$ cat src/hw/rtl/gcdcr_pkg.sv
// Shared constants and types of the GCD coprocessor register block.
package gcdcr_pkg;

   localparam int DATA_WIDTH_DEFAULT = 32;
   localparam int WORD_BYTES_DEFAULT = 4;
   localparam int NUM_CELLS          = 4;
   localparam int BUS_WIDTH          = 32;

   typedef enum logic [1:0] {
      MODE_READ  = 2'd0,
      MODE_WRITE = 2'd1,
      MODE_TICK  = 2'd2,
      MODE_NONE  = 2'd3
   } mode_type;

   typedef enum logic [1:0] {
      CELL_OPA    = 2'd0,
      CELL_OPB    = 2'd1,
      CELL_START  = 2'd2,
      CELL_STATUS = 2'd3
   } cell_type;

   typedef enum logic [1:0] {
      PH_IDLE    = 2'd0,
      PH_COMPARE = 2'd1,
      PH_SUB_A   = 2'd2,
      PH_SUB_B   = 2'd3
   } phase_type;

   typedef enum logic {
      SEQ_ACCEPT = 1'b0,
      SEQ_FINISH = 1'b1
   } seq_type;

   localparam logic STATUS_OK  = 1'b0;
   localparam logic STATUS_ERR = 1'b1;

endpackage

$ cat src/hw/rtl/gcd_coprocessor_registers_core.sv
// Register-mapped subtractive GCD coprocessor with bus read, write and tick words.
//
// Four registers sit from byte address csr_data (segment base) on, one every
// WORD_BYTES bytes: operand A / result, operand B, start and status. Each tick
// word runs one engine step (compare, subtract from A or subtract from B) and
// gives no response; a read or write word gives one response in the cycle after
// it is taken, but a result read answers only once the engine has stopped.
// A result read runs the engine to its end first, one step a cycle through the
// single shared subtractor; the request side is not ready meanwhile. Illegal
// accesses answer with tuser set.
module gcd_coprocessor_registers_core
   import gcdcr_pkg::*;
#(
   parameter int DATA_WIDTH = DATA_WIDTH_DEFAULT,
   parameter int WORD_BYTES = WORD_BYTES_DEFAULT
) (
   input  logic                 clock,
   input  logic                 reset,
   input  logic                 req_tvalid,
   output logic                 req_tready,
   input  logic [63:0]          req_tdata,  // address[31:0], write_data[63:32]
   input  logic [1:0]           req_tuser,  // mode[1:0]
   output logic                 rsp_tvalid,
   input  logic                 rsp_tready,
   output logic [BUS_WIDTH-1:0] rsp_tdata,  // read_data[31:0]
   output logic                 rsp_tuser,  // access_status[0]
   input  logic                 csr_valid,
   output logic                 csr_ready,
   input  logic [BUS_WIDTH-1:0] csr_data
);

   localparam int EXT_WIDTH = (DATA_WIDTH > BUS_WIDTH) ? DATA_WIDTH : BUS_WIDTH;

   logic [BUS_WIDTH-1:0]  seg_base_ff;
   logic [DATA_WIDTH-1:0] opa_ff, opa_in, opb_ff, opb_in;
   phase_type             phase_ff, phase_in;
   seq_type               seq_ff, seq_in;
   logic                  rsp_valid_ff, rsp_valid_in;
   logic [BUS_WIDTH-1:0]  rsp_data_ff, rsp_data_in;
   logic                  rsp_err_ff, rsp_err_in;

   logic                  accept;
   mode_type              mode;
   logic [BUS_WIDTH-1:0]  address, write_data, offset;
   logic                  in_range;
   cell_type              reg_sel;
   logic [EXT_WIDTH-1:0]  wdata_ext, opa_ext;
   logic [DATA_WIDTH-1:0] wr_val, sub_x, sub_y;
   logic [DATA_WIDTH:0]   diff;
   logic                  step_en;

   assign mode       = mode_type'(req_tuser);
   assign address    = req_tdata[31:0];
   assign write_data = req_tdata[63:32];
   assign csr_ready  = 1'b1;

   assign req_tready = (seq_ff == SEQ_ACCEPT) && (!rsp_valid_ff || rsp_tready);
   assign accept     = req_tvalid && req_tready;

   assign rsp_tvalid = rsp_valid_ff;
   assign rsp_tdata  = rsp_data_ff;
   assign rsp_tuser  = rsp_err_ff;

   assign offset   = address - seg_base_ff;
   assign in_range = offset < BUS_WIDTH'(NUM_CELLS * WORD_BYTES);

   always_comb begin
      reg_sel = CELL_OPA;
      for (int k = 1; k < NUM_CELLS; k++) begin
         if (offset >= BUS_WIDTH'(k * WORD_BYTES)) begin
            reg_sel = cell_type'(2'(k));
         end
      end
   end

   assign wdata_ext = EXT_WIDTH'(write_data);
   assign wr_val    = wdata_ext[DATA_WIDTH-1:0];
   assign opa_ext   = EXT_WIDTH'(opa_ff);

   // shared subtractor: borrow doubles as the magnitude compare
   assign sub_x = (phase_ff == PH_SUB_B) ? opb_ff : opa_ff;
   assign sub_y = (phase_ff == PH_SUB_B) ? opa_ff : opb_ff;
   assign diff  = {1'b0, sub_x} - {1'b0, sub_y};

   assign step_en = (accept && mode == MODE_TICK) || (seq_ff == SEQ_FINISH);

   always_comb begin
      opa_in       = opa_ff;
      opb_in       = opb_ff;
      phase_in     = phase_ff;
      seq_in       = seq_ff;
      rsp_valid_in = rsp_valid_ff && !rsp_tready;
      rsp_data_in  = rsp_data_ff;
      rsp_err_in   = rsp_err_ff;

      if (step_en) begin
         case (phase_ff)
            PH_COMPARE: begin
               if (opa_ff == '0 || opb_ff == '0) begin
                  phase_in = PH_IDLE;
               end else if (diff[DATA_WIDTH]) begin
                  phase_in = PH_SUB_B;
               end else if (diff[DATA_WIDTH-1:0] == '0) begin
                  phase_in = PH_IDLE;
               end else begin
                  phase_in = PH_SUB_A;
               end
            end
            PH_SUB_A: begin
               opa_in   = diff[DATA_WIDTH-1:0];
               phase_in = PH_COMPARE;
            end
            PH_SUB_B: begin
               opb_in   = diff[DATA_WIDTH-1:0];
               phase_in = PH_COMPARE;
            end
            default: phase_in = PH_IDLE;
         endcase
      end

      case (seq_ff)
         SEQ_ACCEPT: begin
            if (accept && (mode == MODE_READ || mode == MODE_WRITE)) begin
               rsp_valid_in = 1'b1;
               rsp_data_in  = '0;
               rsp_err_in   = STATUS_OK;
               if (!in_range) begin
                  rsp_err_in = STATUS_ERR;
               end else if (mode == MODE_READ) begin
                  case (reg_sel)
                     CELL_OPA: begin
                        rsp_valid_in = 1'b0;
                        seq_in       = SEQ_FINISH;
                     end
                     CELL_STATUS: rsp_data_in = BUS_WIDTH'(phase_ff != PH_IDLE);
                     default:     rsp_err_in  = STATUS_ERR;
                  endcase
               end else begin
                  case (reg_sel)
                     CELL_OPA: opa_in = wr_val;
                     CELL_OPB: opb_in = wr_val;
                     CELL_START: begin
                        if (phase_ff == PH_IDLE) begin
                           phase_in = PH_COMPARE;
                        end
                     end
                     default: rsp_err_in = STATUS_ERR;
                  endcase
               end
            end
         end
         SEQ_FINISH: begin
            if (phase_ff == PH_IDLE) begin
               rsp_valid_in = 1'b1;
               rsp_data_in  = opa_ext[BUS_WIDTH-1:0];
               rsp_err_in   = STATUS_OK;
               seq_in       = SEQ_ACCEPT;
            end
         end
         default: seq_in = SEQ_ACCEPT;
      endcase
   end

   always_ff @(posedge clock) begin
      if (reset) begin
         seg_base_ff  <= '0;
         phase_ff     <= PH_IDLE;
         seq_ff       <= SEQ_ACCEPT;
         rsp_valid_ff <= 1'b0;
      end else begin
         if (csr_valid && csr_ready) begin
            seg_base_ff <= csr_data;
         end
         phase_ff     <= phase_in;
         seq_ff       <= seq_in;
         rsp_valid_ff <= rsp_valid_in;
      end
   end

   always_ff @(posedge clock) begin
      opa_ff      <= opa_in;
      opb_ff      <= opb_in;
      rsp_data_ff <= rsp_data_in;
      rsp_err_ff  <= rsp_err_in;
   end

   a_sub_then_compare: assert property (@(posedge clock) disable iff (reset)
      (step_en && (phase_ff == PH_SUB_A || phase_ff == PH_SUB_B))
      |=> (phase_ff == PH_COMPARE))
      else $error("subtract step not followed by compare");

   a_finish_responds: assert property (@(posedge clock) disable iff (reset)
      (seq_ff == SEQ_FINISH && phase_ff == PH_IDLE)
      |=> (rsp_tvalid && seq_ff == SEQ_ACCEPT && rsp_tuser == STATUS_OK))
      else $error("result read did not respond once the engine stopped");

   a_no_req_while_finishing: assert property (@(posedge clock) disable iff (reset)
      (seq_ff == SEQ_FINISH) |-> !accept)
      else $error("request taken while the engine runs to its end");

   a_slot_kept: assert property (@(posedge clock) disable iff (reset)
      (rsp_tvalid && !rsp_tready) |=> (rsp_tvalid && $stable(rsp_tdata)))
      else $error("waiting response word overwritten");

endmodule

$ cat config.mk
export PLATFORM = sky130hd
export DESIGN_NAME = gcd_coprocessor_registers_core
export DESIGN_NICKNAME = d
export VERILOG_FILES = /design/src/hw/rtl/gcdcr_pkg.sv /design/src/hw/rtl/gcd_coprocessor_registers_core.sv
export SDC_FILE = /design/constraint.sdc
export NUM_CORES = 1
export LEC_CHECK = 0
export ABC_AREA = 1
export BUFFER_PORTS_ARGS = -buffer_cell sky130_fd_sc_hd__buf_2
export CORE_MARGIN = 2
export CORE_UTILIZATION = 45
export DETAILED_ROUTE_END_ITERATION = 10
export PLACE_DENSITY = 0.73
export SLEW_MARGIN = 20
export SYNTH_ARGS = -nofsm -noshare
export SYNTH_HDL_FRONTEND = slang
export SYNTH_SLANG_ARGS = --single-unit
$ cat constraint.sdc
create_clock -name clock -period 10 [get_ports clock]
set_clock_uncertainty 0.05 [all_clocks]
set_input_delay 0.5 -clock clock [delete_from_list [all_inputs] [get_ports clock]]
set_output_delay 0.5 -clock clock [all_outputs]
set_load 0.05 [all_outputs]
### Word level (Yosys, flattened, before mapping)

Index checks and enable logic that the tools add are counted.

* add/sub/neg operators: 2
* $mul: 0
* divide/modulo/power cells: 0
* magnitude comparators: 4
* equal/unequal tests: 10
* shift-type cells: 0
* multiplexer cells: 55
* bitwise operators: 1
* reduce and logical (&&, ||, !) cells: 22

Operator list (number)
* two-way mux 32 bit: 18
* zero test 32 bit: 3
* greater-or-equal comparator 32 x 4 -> 1 bit (second input constant): 2
* one-hot mux 32 bit (2 select lines): 1
* subtractor 32 x 32 -> 33 bit: 1
* greater-or-equal comparator 32 x 3 -> 1 bit (second input constant): 1
* less-than comparator 32 x 5 -> 1 bit (second input constant): 1
* subtractor 32 bit: 1
* two-way mux 2 bit: 12
* two-way mux 1 bit: 20
* equality test 2 bit (second input constant): 5
* equality test 2 x 1 -> 1 bit (second input constant): 3
* zero test 2 bit: 3
* one-hot mux 1 bit (2 select lines): 3
* logical AND 1 bit: 5
* logical OR 1 bit: 4
* != test 2 x 1 -> 1 bit (second input constant): 2
* one-hot mux 2 bit (2 select lines): 1
* OR reduction 2 bit: 2
* OR reduction 3 bit: 1
* zero test 1 bit: 2
* AND reduction 2 bit: 1
* nonzero test 2 bit: 1
* inverter 1 bit: 1

* bits in registers: 133
* latch bits: 0
* bits in writable memories: 0
* memory bits (read-only): 0
* input port bits: 103
* output and inout bits: 36
* word-level logic and storage cells: 102
* memories: 0

### Logic depth before layout (Yosys ltp)

Gate-level depths: netlist of run 1.

* word-level depth: 15
* gate-level depth with buffers: 27

### Least setup slack after synthesis of run 1

Ideal clock, no wire load.

* kind: flip-flop to flip-flop
* start point: reg seq_ff
* end point: reg rsp_data_ff[0] (netlist: rsp_tdata[0]), enable pin
* library setup time: 0.469 ns
* arrival time: 3.000 ns
* slack: 6.481 ns
* stages on the path, launching flop included: 4
* path buffers: 1
* cell sequence: dfxtp_1 > clkbuf_1 > inv_1 > o21ai_0

* longest elaborated chain between the ends: 6
* elaborated cells between the ends (all ways): 7
* those cells by class: eq/ne (2); bitwise (1); reduce/logical (4)

RTL lines
* start: declaration: line gcd_coprocessor_registers_core.sv:37 `seq_type seq_ff, seq_in;`
* start signal: assignment: line gcd_coprocessor_registers_core.sv:175 `seq_ff <= seq_in;`
* inverter 1 bit
* logical AND 1 bit: line gcd_coprocessor_registers_core.sv:57 `assign req_tready = (seq_ff == SEQ_ACCEPT) && (!rsp_valid_ff || rsp_tready);`
* logical AND 1 bit: line gcd_coprocessor_registers_core.sv:58 `assign accept = req_tvalid && req_tready;`
* logical AND 1 bit: line gcd_coprocessor_registers_core.sv:123 `if (accept && (mode == MODE_READ || mode == MODE_WRITE)) begin`
* != test 2 x 1 -> 1 bit (no source line)
* AND reduction 2 bit (no source line) (*)
* end signal: assignment: line gcd_coprocessor_registers_core.sv:183 `rsp_data_ff <= rsp_data_in;`
* end: declaration: line gcd_coprocessor_registers_core.sv:39 `logic [BUS_WIDTH-1:0] rsp_data_ff, rsp_data_in;`

Mark *: on every way between the ends. The rest lies on a longest branch, timed or not.
A chain may end at the register's enable or synchronous reset.

### Final worst setup path of run 1

* start point: reg seg_base_ff[0]
* end point: reg opb_ff[31]

* longest elaborated chain between the ends: 11
* elaborated cells between the ends (all ways): 14
* those cells by class: add/sub (1); order compare (4); eq/ne (1); mux (8)

RTL lines
* start: declaration: line gcd_coprocessor_registers_core.sv:34 `logic [BUS_WIDTH-1:0] seg_base_ff;`
* start signal: assignment: line gcd_coprocessor_registers_core.sv:172 `seg_base_ff <= csr_data;`
* subtractor 32 bit (*): line gcd_coprocessor_registers_core.sv:64 `assign offset = address - seg_base_ff;`
* greater-or-equal comparator 32 x 3 -> 1 bit: line gcd_coprocessor_registers_core.sv:70 `if (offset >= BUS_WIDTH'(k * WORD_BYTES)) begin`
* two-way mux 1 bit: line gcd_coprocessor_registers_core.sv:70
* two-way mux 2 bit (2 in series): line gcd_coprocessor_registers_core.sv:70
* equality test 2 x 1 -> 1 bit: line gcd_coprocessor_registers_core.sv:139 `case (reg_sel)`
* two-way mux 32 bit: line gcd_coprocessor_registers_core.sv:139
* two-way mux 32 bit: line gcd_coprocessor_registers_core.sv:129 `end else if (mode == MODE_READ) begin`
* two-way mux 32 bit (*): line gcd_coprocessor_registers_core.sv:127 `if (!in_range) begin`
* two-way mux 32 bit (*): line gcd_coprocessor_registers_core.sv:123
* two-way mux 32 bit (*): line gcd_coprocessor_registers_core.sv:121 `case (seq_ff)`
* named net opb_in[31]: line gcd_coprocessor_registers_core.sv:35 `logic [DATA_WIDTH-1:0] opa_ff, opa_in, opb_ff, opb_in;`
* end signal: assignment: line gcd_coprocessor_registers_core.sv:182 `opb_ff <= opb_in;`
* end: declaration: line gcd_coprocessor_registers_core.sv:35

The timed path passes the listed nets; every way through them passes the cells marked *.

==> results of run 1 <==
[power groups by stage]
| stage | combinational (mW) | clock, mW | sequential, mW |
|---|---|---|---|
| after CTS | 0.258 | 0.653 | 0.568 |
| after global routing | 0.289 | 0.675 | 0.569 |
| after detailed placement | 0.256 | 0 | 0.579 |
| after global placement | 0.254 | 0 | 0.579 |
| final | 0.259 | 0.645 | 0.568 |
| after floorplan | 0.164 | 0 | 0.598 |
[synthesized netlist by cell type, types with 7 or more instances]
cell type | instances | share of area
nand3b_1 | 9 | 0.0060
o21ai_1 | 8 | 0.0035
ha_1 | 37 | 0.041
o21ai_2 | 36 | 0.028
nor2_1 | 175 | 0.058
xor2_1 | 11 | 0.0085
nand2_2 | 38 | 0.021
nand3_1 | 89 | 0.039
nor4_1 | 18 | 0.0099
buf_2 | 7 | 0.0031
nand2_1 | 615 | 0.20
dfxtp_1 | 100 | 0.18
nand4_1 | 47 | 0.026
o21ai_0 | 145 | 0.064
inv_1 | 316 | 0.10
a21oi_1 | 100 | 0.044
nor3_1 | 16 | 0.0071
buf_6 | 11 | 0.011
clkbuf_1 | 27 | 0.0089
edfxtp_1 | 33 | 0.087
[worst max-delay path, delay by kind of cell (launching register included)]
kind                       cells  cell delay, ns
AOI/OAI and AO/OA              3            0.23
xor gates and xnor gates       1            0.16
adders and majority gates      3            0.90
buffers and inverters          5            0.93
DFF                            1            0.34
and+or+nand+nor               13            1.71
[placed cells by master (no fill, tap or decap), types with 5 or more instances in the layout]
cell,instances
o21ai_1,8
nand3b_1,9
nor2_2,7
inv_1,316
nand3_1,89
dfxtp_1,100
xor2_1,11
nor2_1,173
nor4_1,18
nand4_1,47
nor3_1,16
buf_4,9
a21oi_1,100
a21oi_2,5
buf_2,137
ha_1,37
o21ai_2,36
xnor2_1,5
o21ai_0,144
edfxtp_1,33
clkbuf_16,19
nand2_1,615
nand2_2,38
[worst max-delay path by stage]
stage / end / depth (start not counted) / slack [ns]
floorplan: rsp_tdata[0] / 3 / 6.48
global placement: opb_ff[31] / 26 / 5.38
detailed placement: opb_ff[31] / 26 / 5.23
CTS: opb_ff[29] / 24 / 5.53
global route: opb_ff[31] / 23 / 5.16
finish: opb_ff[31] / 25 / 5.57
[flip-flops by register name, summed over array words and instances, names as in the netlist]
name	count
rsp_tvalid	1
opb_ff	32
seq_ff	1
seg_base_ff	32
phase_ff	2
rsp_tuser	1
rsp_tdata	32
opa_ext	32
[per-stage QoR]
stage / power [mW] / std cells / hold slack (ns)
global placement: 0.833 / 2330 / 0.396
detailed placement: 0.836 / 2330 / 0.406
floorplan: 0.762 / 1905 / 0.387
global route: 1.53 / 2362 / 0.246
CTS: 1.48 / 2362 / 0.242
finish: 1.47 / 2364 / 0.246
[cells by family (layout without fill, tap and decap cells)]
logic type / count (synthesis) / in the layout
other: 1 / 3
AOI/OAI and AO/OA: 314 / 314
and+or+nand+nor: 1029 / 1029
buffers and inverters: 373 / 500
adders and majority gates: 38 / 38
DFF: 133 / 133
xor gates and xnor gates: 17 / 17
[final cells by class]
| class | count | area, um^2 | area share |
|---|---|---|---|
| Multi-Input combinational cell | 1399 | 6860 | 0.535 |
| Sequential cell | 133 | 2990 | 0.233 |
| Inverter | 322 | 1210 | 0.0942 |
| Timing Repair Buffer | 146 | 753 | 0.0587 |
| Clock buffer | 25 | 528 | 0.0412 |
| Tap cell | 330 | 413 | 0.0322 |
| Clock inverter | 7 | 67.6 | 0.00527 |
| Antenna cell | 2 | 5.00 | 0.000390 |
[layer usage]
metal,up-vias,GRT usage
met5,-,0
met4,0,0.0817
met3,49,0.0451
met2,326,0.461
met1,5487,0.330
li1,6275,-
==> impl_metrics.ini, run 1 <==
[floorplan]
initial_utilization = 0.454
die_width_um = 163
core_um2 = 25000
num_io_pins = 139
row_count = 58
dieArea_um2 = 26500
die_h_um = 163

[sta]
max_freq_mhz = 226
worst_slew_pin_slew_ns = 0.960
rsz0062_at_grt = false
slew_viol_final = 0
setup-tns-final_ns = 0
hold_viol = 0
fin_crit_ns = 4.43
setup_viol_count_final = 0
post-route-period-util = 0.443
fin_ws_ns = 5.57
slew-limit-headroom = 0.356

[layout]
layout-drive-gt1-share = 0.137
fin_area_um2 = 12800
n_fill_cell = 2677
area_growth_pct = 13.1
fin_nets = 2160
post-route-util = 0.514

[synthesis]
synth_top_family_by_area = simple AND/OR/NAND/NOR gates
seq_area_frac_synth = 0.264
syn_area_per_cell_um2 = 5.96
synth_edf_count = 33
ys_types = 52
netlist_instances = 1905
synthSimpleGateAreaFrac = 0.388
syn_nets = 2046
ys_async_sr_fraction = 0
ys.flop_type = dfxtp_1
yosys.area_share.adder = 0.0426
synth-xor-area-share = 0.0138
syn-cell-area_um2 = 11300
synth_mux_area_frac = 0
yosysWarnings = 0
ys_seq_elements = 133
synth-compound-area-share = 0.159

[clock_tree]
clkTransAtPathRegs_ns = 0.06
ctsHoldBuffers = 0
ctsResizeCount = 0
post_cts_buffers = 0
h-tree-depth = 4
cts_tree = built
numClockSinks = 133
cts-root-buf = clkbuf_16
clk_latency_ns = 0.44
cts_inserted_buffers = 17
clockBufferDepth = 2

[power_and_ir_drop]
pwr-share-clk = 0.438
comb_power_share = 0.176
p_leak_nw = 7.10
seqPwrFrac = 0.386
peakVddDrop_mv = 0.0947
swShare = 0.291
p_switching_mw = 0.429
powerDensity_nw_per_um2 = 115
intPower_mw = 1.04

[setup_path]
path_class = flip-flop to flip-flop
timing.rr.end = opb_ff[31]
crit_fanout = 33
r2r_start = seg_base_ff[0]
r2r_setup_slack_ns = 5.57
cp-start-kind = flip-flop
arrival_ns = 4.75
r2r.worst_path.cells = 25
slowest_delay_ns = 0.56
cp-end-kind = flip-flop
path_common_cell = nand2_1
slowest_stage = buf_4
cp-startpoint = seg_base_ff[0]
crit_required_ns = 10.32

[global_routing]
grt_max_degree = 53
grt_pass1_wl_um = 55700
overflow = 0
grt_pass1_vias = 11291
grt_usage = 0.264
antenna_found_initial = 2

[job]
max_cap_viol_count = 0

[detailed_routing]
vias = 12137
met1_length_um = 15300
first_pass_iters = 7
drt_iter0_markers = 823
vias_per_cell = 5.13
top_layer = met4
wirelength_um = 34800
routed-wl-met3_um = 1920
detail-route-antenna-nets = 0
drc = 0
wire_per_inst_um = 14.7
met2WireLength_um = 16700

[placement]
place_hpwl_um = 26900
portBuffers = 137
place_congestion = 0.946
dpl_cell_area_um2 = 12200
pre_cts_ws_ns = 5.23

[outcome]
status = complete, no violations

[worst_hold_path]
hold_path_class = input port to flip-flop
hold_path.startpoint = csr_data[0]
min_path_cells = 3
holdPathEnd = seg_base_ff[0]
Note: power is estimated with default switching activity, not from simulation.
==> run 2: changes to the inputs <==
- PLACE_DENSITY: 0.73 -> 0.76
- clock period: 10 -> 4.05 ns (I/O delays scaled with it)
==> run 2 against run 1 <==
Net effect:
- power is 150% higher
- die area stayed put
- core utilization is 2.0 points higher
- final cell count is 1.9% higher
- critical path depth is 2 lower
- combinational power grew to 2.6 times the previous value
==> impl_metrics.ini, run 2 (same netlist as run 1, synthesis figures left out) <==
[outcome]
status = complete, no violations

[sta]
worst_slew_pin_slew_ns = 1.24
post-route-period-util = 0.914
setup_viol_count_final = 0
slew_viol_final = 0
hold_viol = 0
slew-limit-headroom = 0.170
setup-tns-final_ns = 0
max_freq_mhz = 270
fin_ws_ns = 0.348
fin_crit_ns = 3.70
hold_slack_ns = 0.00467

[clock_tree]
clkTransAtPathRegs_ns = 0.06
cts_inserted_buffers = 17
clk_latency_ns = 0.44
cts-root-buf = clkbuf_16
h-tree-depth = 4
cts_tree = built
clockBufferDepth = 2
numClockSinks = 133

[setup_path]
slowest_delay_ns = 0.43
cp-start-kind = flip-flop
arrival_ns = 3.98
slowest_stage = fa_1
path_class = flip-flop to flip-flop
crit_fanout = 16
cp-startpoint = seg_base_ff[0]
cp-end-kind = flip-flop
crit_chain = ha_1, inv_1, fa_1, nand2_1, o21ai_2, nand2_1, nand2_2, inv_2, o21ai_1, xor2_1, inv_1, nand2_1, nor2_2, nand2_1, nor2_2, nand3_1, nor2_1, nand3_1, nor2_1, ha_2, nand3_4, nand2_1, nand2_1
r2r_start = seg_base_ff[0]
crit_required_ns = 4.32
path_common_cell = nand2_1

[layout]
n_fill_cell = 2536
n_antenna_cell = 0
fin_nets = 2208
final_cell_mix = 615 x nand2_1, 316 x inv_1, 173 x nor2_1, 144 x o21ai_0, 137 x buf_2
final_common_cell = nand2_1
layout-drive-gt1-share = 0.138
ff_latch_area_um2 = 2990
multiInputGateArea_um2 = 6880
post-route-util = 0.534
stdcell_count = 2410
area_growth_pct = 17.5

[detailed_routing]
drt_iter0_markers = 867
vias = 12424
wirelength_um = 34700
detail-route-antenna-nets = 0
vias_per_cell = 5.16
drc = 0
wire_per_inst_um = 14.4
first_pass_iters = 6

[placement]
dp.cells = 2333
place_hpwl_um = 26700
portBuffers = 137
place_congestion = 0.956
pre_cts_ws_ns = 0.217

[global_routing]
antenna_found_initial = 1
overflow = 0
grt_max_degree = 50
use_met2 = 0.443
grt.met3_usage = 0.0397
grt_pass1_vias = 11694
grt_pass1_wl_um = 55400
grt_usage = 0.260
grt.busiest_layer = met2
grtUsageMet1 = 0.323

[power_and_ir_drop]
p_leak_nw = 7.31
peakVddDrop_mv = 0.245
powerDensity_nw_per_um2 = 274

[floorplan]
die_h_um = 163
row_count = 58
die_width_um = 163
num_io_pins = 139
initial_utilization = 0.454
dieArea_um2 = 26500
core_um2 = 25000

[worst_hold_path]
hold_path.startpoint = req_tdata[32]
hold_path_class = input port to flip-flop

[job]
max_cap_viol_count = 0
-- run 2: cell count changes in the layout (fill, tap and decap cells not counted), sizes merged --
cell         before  now
buf             146  150
bufinv            1    2
clkbuf           25   21
clkinvlp          1    3
diode             2    0
dlygate4sd3       0   43
inv             321  322
nand3            91   92
-- run 2: layout make-up --
type / instances / area share
Clock buffer: 21 / 0.0345
Clock inverter: 11 / 0.00948
Inverter: 322 / 0.0906
Multi-Input combinational cell: 1400 / 0.516
Sequential cell: 133 / 0.224
Tap cell: 330 / 0.0310
Timing Repair Buffer: 193 / 0.0938
-- run 2: repair_timing --
action / 4_1_cts / 5_1_grt
endpoints found under the hold margin: 62 / 0
buffers inserted: 0 / 1
setup endpoints to repair: 0 / 33
hold buffers: 43 / 0
resized for setup: 0 / 3
-- run 2: final timing paths --
check                                       end  slack [ns]  cells past startpoint
worst max-delay path                opa_ext[21]        0.35                     23
worst min-delay path                  opb_ff[0]       0.005                      3
worst max register to register      opa_ext[21]        0.35                     23
worst min register to register  seg_base_ff[15]        0.41                      2
-- run 2: routing by layer --
metal	up-vias	wire length [um]
met2	366	16200
met3	84	1850
met5	-	15
met4	2	1460
li1	6382	-
met1	5590	15200
-- run 2: critical path: cells and delay by family, from the launching register on --
kind                       cells  cell delay [ns]
buffers and inverters          3             0.25
adders and majority gates      3             0.95
and+or+nand+nor               14             1.69
AOI/OAI and AO/OA              2             0.15
DFF                            1             0.34
xor gates and xnor gates       1             0.15
-- run 2: metrics by stage --
stage               total power, mW  cell area, um^2
floorplan                      1.88            11300
global placement               2.05            12300
detailed placement             2.06            12300
CTS                            3.66            13300
global route                   3.80            13300
finish                         3.65            13300
-- run 2: power by group --
part           switching (mW)  total [mW]  leakage, nW  internal [mW]
clock                   0.639        1.58        0.277          0.940
sequential            0.00854        1.40         1.12           1.39
combinational           0.426       0.669         5.91          0.243
total                    1.07        3.65         7.31           2.58
==> run 3: changes to the inputs <==
==> constraint.sdc (replaced) <==
create_clock -name clock -period 4.05 [get_ports clock]
set_clock_uncertainty 0.05 [all_clocks]
set_input_delay 1.0125 -clock clock [delete_from_list [all_inputs] [get_ports clock]]
set_output_delay 1.0125 -clock clock [all_outputs]
set_load 0.05 [all_outputs]
==> run 3 against run 2 <==
Net effect:
- sequential power about the same
- cell area up 2.3%
- hold slack better by 0.41 ns
- setup slack worse by 0.12 ns
- final cell count up 1.2%
- global-route usage up 0.93 points
- combinational power up 11%
- largest cell class unchanged
- largest power group unchanged
- highest routed layer unchanged
==> impl_metrics.ini, run 3 (same netlist as run 1, synthesis figures left out) <==
[power_and_ir_drop]
powerDensity_nw_per_um2 = 278
power.total_mw = 3.79
p_leak_nw = 7.55
peakVddDrop_mv = 0.198

[detailed_routing]
detail-route-antenna-nets = 0
drc = 0
drt_iter0_markers = 1007
wire_per_inst_um = 15.0
first_pass_iters = 5
wirelength_um = 36600
vias = 12687
vias_per_cell = 5.20

[setup_path]
crit_required_ns = 4.17
timing.rr.end = rsp_tdata[0]
crit_fanout = 4
r2r_start = seg_base_ff[0]
path_buf_inv = 5
cp-start-kind = input port
r2r_setup_slack_ns = 0.55
slowest_delay_ns = 0.34
slowest_stage = fa_2
path_class = input port to flip-flop
r2r.worst_path.cells = 23
cp-end-kind = flip-flop
crit_family = simple AND/OR/NAND/NOR gates
arrival_ns = 3.95

[placement]
place_hpwl_um = 27800
pre_cts_ws_ns = -0.352
portBuffers = 137
place_congestion = 0.978
dpl_cell_area_um2 = 12800

[global_routing]
grt_max_degree = 62
antenna_found_initial = 2
grt_usage = 0.269
grt_pass1_vias = 11783
overflow = 0
grt_pass1_wl_um = 57100

[clock_tree]
cts_tree = built
clockBufferDepth = 2
numClockSinks = 133
cts_inserted_buffers = 17
h-tree-depth = 4
cts-root-buf = clkbuf_16
ctsHoldBuffers = 0
clk_latency_ns = 0.43
clkTransAtPathRegs_ns = 0.06

[sta]
hold_viol = 0
setup_viol_count_final = 0
worst_slew_pin_slew_ns = 0.899
hold_slack_ns = 0.411
slew-limit-headroom = 0.400
max_freq_mhz = 261
slew_viol_final = 0
fin_crit_ns = 3.83
post-route-period-util = 0.945
fin_ws_ns = 0.224

[worst_hold_path]
hold_path_class = flip-flop to flip-flop
min_path_cells = 2
hold_path.startpoint = seg_base_ff[17]
holdPathEnd = seg_base_ff[17]

[layout]
post-route-util = 0.546
fin_nets = 2235
final_cell_mix = 614 x nand2_1, 313 x inv_1, 170 x nor2_1, 143 x o21ai_0, 137 x buf_2
final_common_cell = nand2_1
fin_area_um2 = 13600
area_growth_pct = 20.2
layout-drive-gt1-share = 0.177

[floorplan]
die_h_um = 163
core_um2 = 25000
num_io_pins = 139
initial_utilization = 0.454
die_width_um = 163
row_count = 58
dieArea_um2 = 26500

[outcome]
status = complete, no violations

[job]
max_cap_viol_count = 0
==> run 3: cell count changes in the layout (fill, tap and decap cells not counted), sizes merged <==
cell / previous run / this run
buf: 150 / 217
dlygate4sd3: 43 / 0
clkbuf: 21 / 31
clkinv: 6 / 3
clkinvlp: 3 / 1
diode: 0 / 2
bufinv: 2 / 1
nand3: 92 / 91
==> run 3: stage by stage <==
step,TNS [ns],cells
5_1_grt,-0.207,2438
3_3_place_gp,-13.47,2396
4_1_cts,0,2428
6_report,0,2439
3_5_place_dp,-19.58,2396
2_1_floorplan,0,1905
==> run 3: cell type report <==
cell class | instances | area (um^2)
Clock buffer | 27 | 567
Multi-Input combinational cell | 1399 | 6940
Clock inverter | 5 | 55.1
Inverter | 322 | 1210
Antenna cell | 2 | 5.00
Sequential cell | 133 | 2990
Timing Repair Buffer | 221 | 1460
Tap cell | 330 | 413
Fill cell | 2550 | 11300
==> run 3: worst max path at each step <==
stage	from	end	slack [ns]	depth (start not counted)
global placement	req_tdata[0]	rsp_tvalid	-0.25	26
floorplan	req_tdata[0]	rsp_tvalid	0.05	26
detailed placement	req_tdata[0]	opb_ff[1]	-0.35	27
CTS	req_tdata[0]	opb_ff[1]	0.08	27
finish	req_tdata[0]	rsp_tdata[0]	0.22	25
global route	req_tdata[10]	rsp_tdata[0]	-0.05	21
==> run 3: worst register-to-register path: cells and delay by family, from the launching register on <==
family | cells | cell delay (ns)
flops | 1 | 0.39
compound gates | 4 | 0.50
buf+inv | 3 | 0.23
fa+ha+maj | 3 | 0.71
simple gates | 12 | 1.19
xor+xnor | 1 | 0.16
==> run 3: what timing repair did <==
| item | CTS | global route |
|---|---|---|
| setup endpoints to repair | 0 | 69 |
| buffers inserted | 0 | 3 |
| gates resized for setup | 0 | 24 |
==> run 3: power by group <==
| part | internal [mW] | switching (mW) | leakage (nW) |
|---|---|---|---|
| combinational | 0.294 | 0.450 | 6.12 |
| clock | 1.02 | 0.622 | 0.306 |
| sequential | 1.39 | 0.00956 | 1.12 |
==> run 3: layer usage <==
| layer | vias up | GRT usage | wire [um] |
|---|---|---|---|
| met5 | - | 0 | 16 |
| met3 | 82 | 0.0357 | 2060 |
| li1 | 6433 | - | - |
| met4 | 2 | 0.103 | 1270 |
| met2 | 403 | 0.469 | 17300 |
| met1 | 5767 | 0.337 | 15900 |
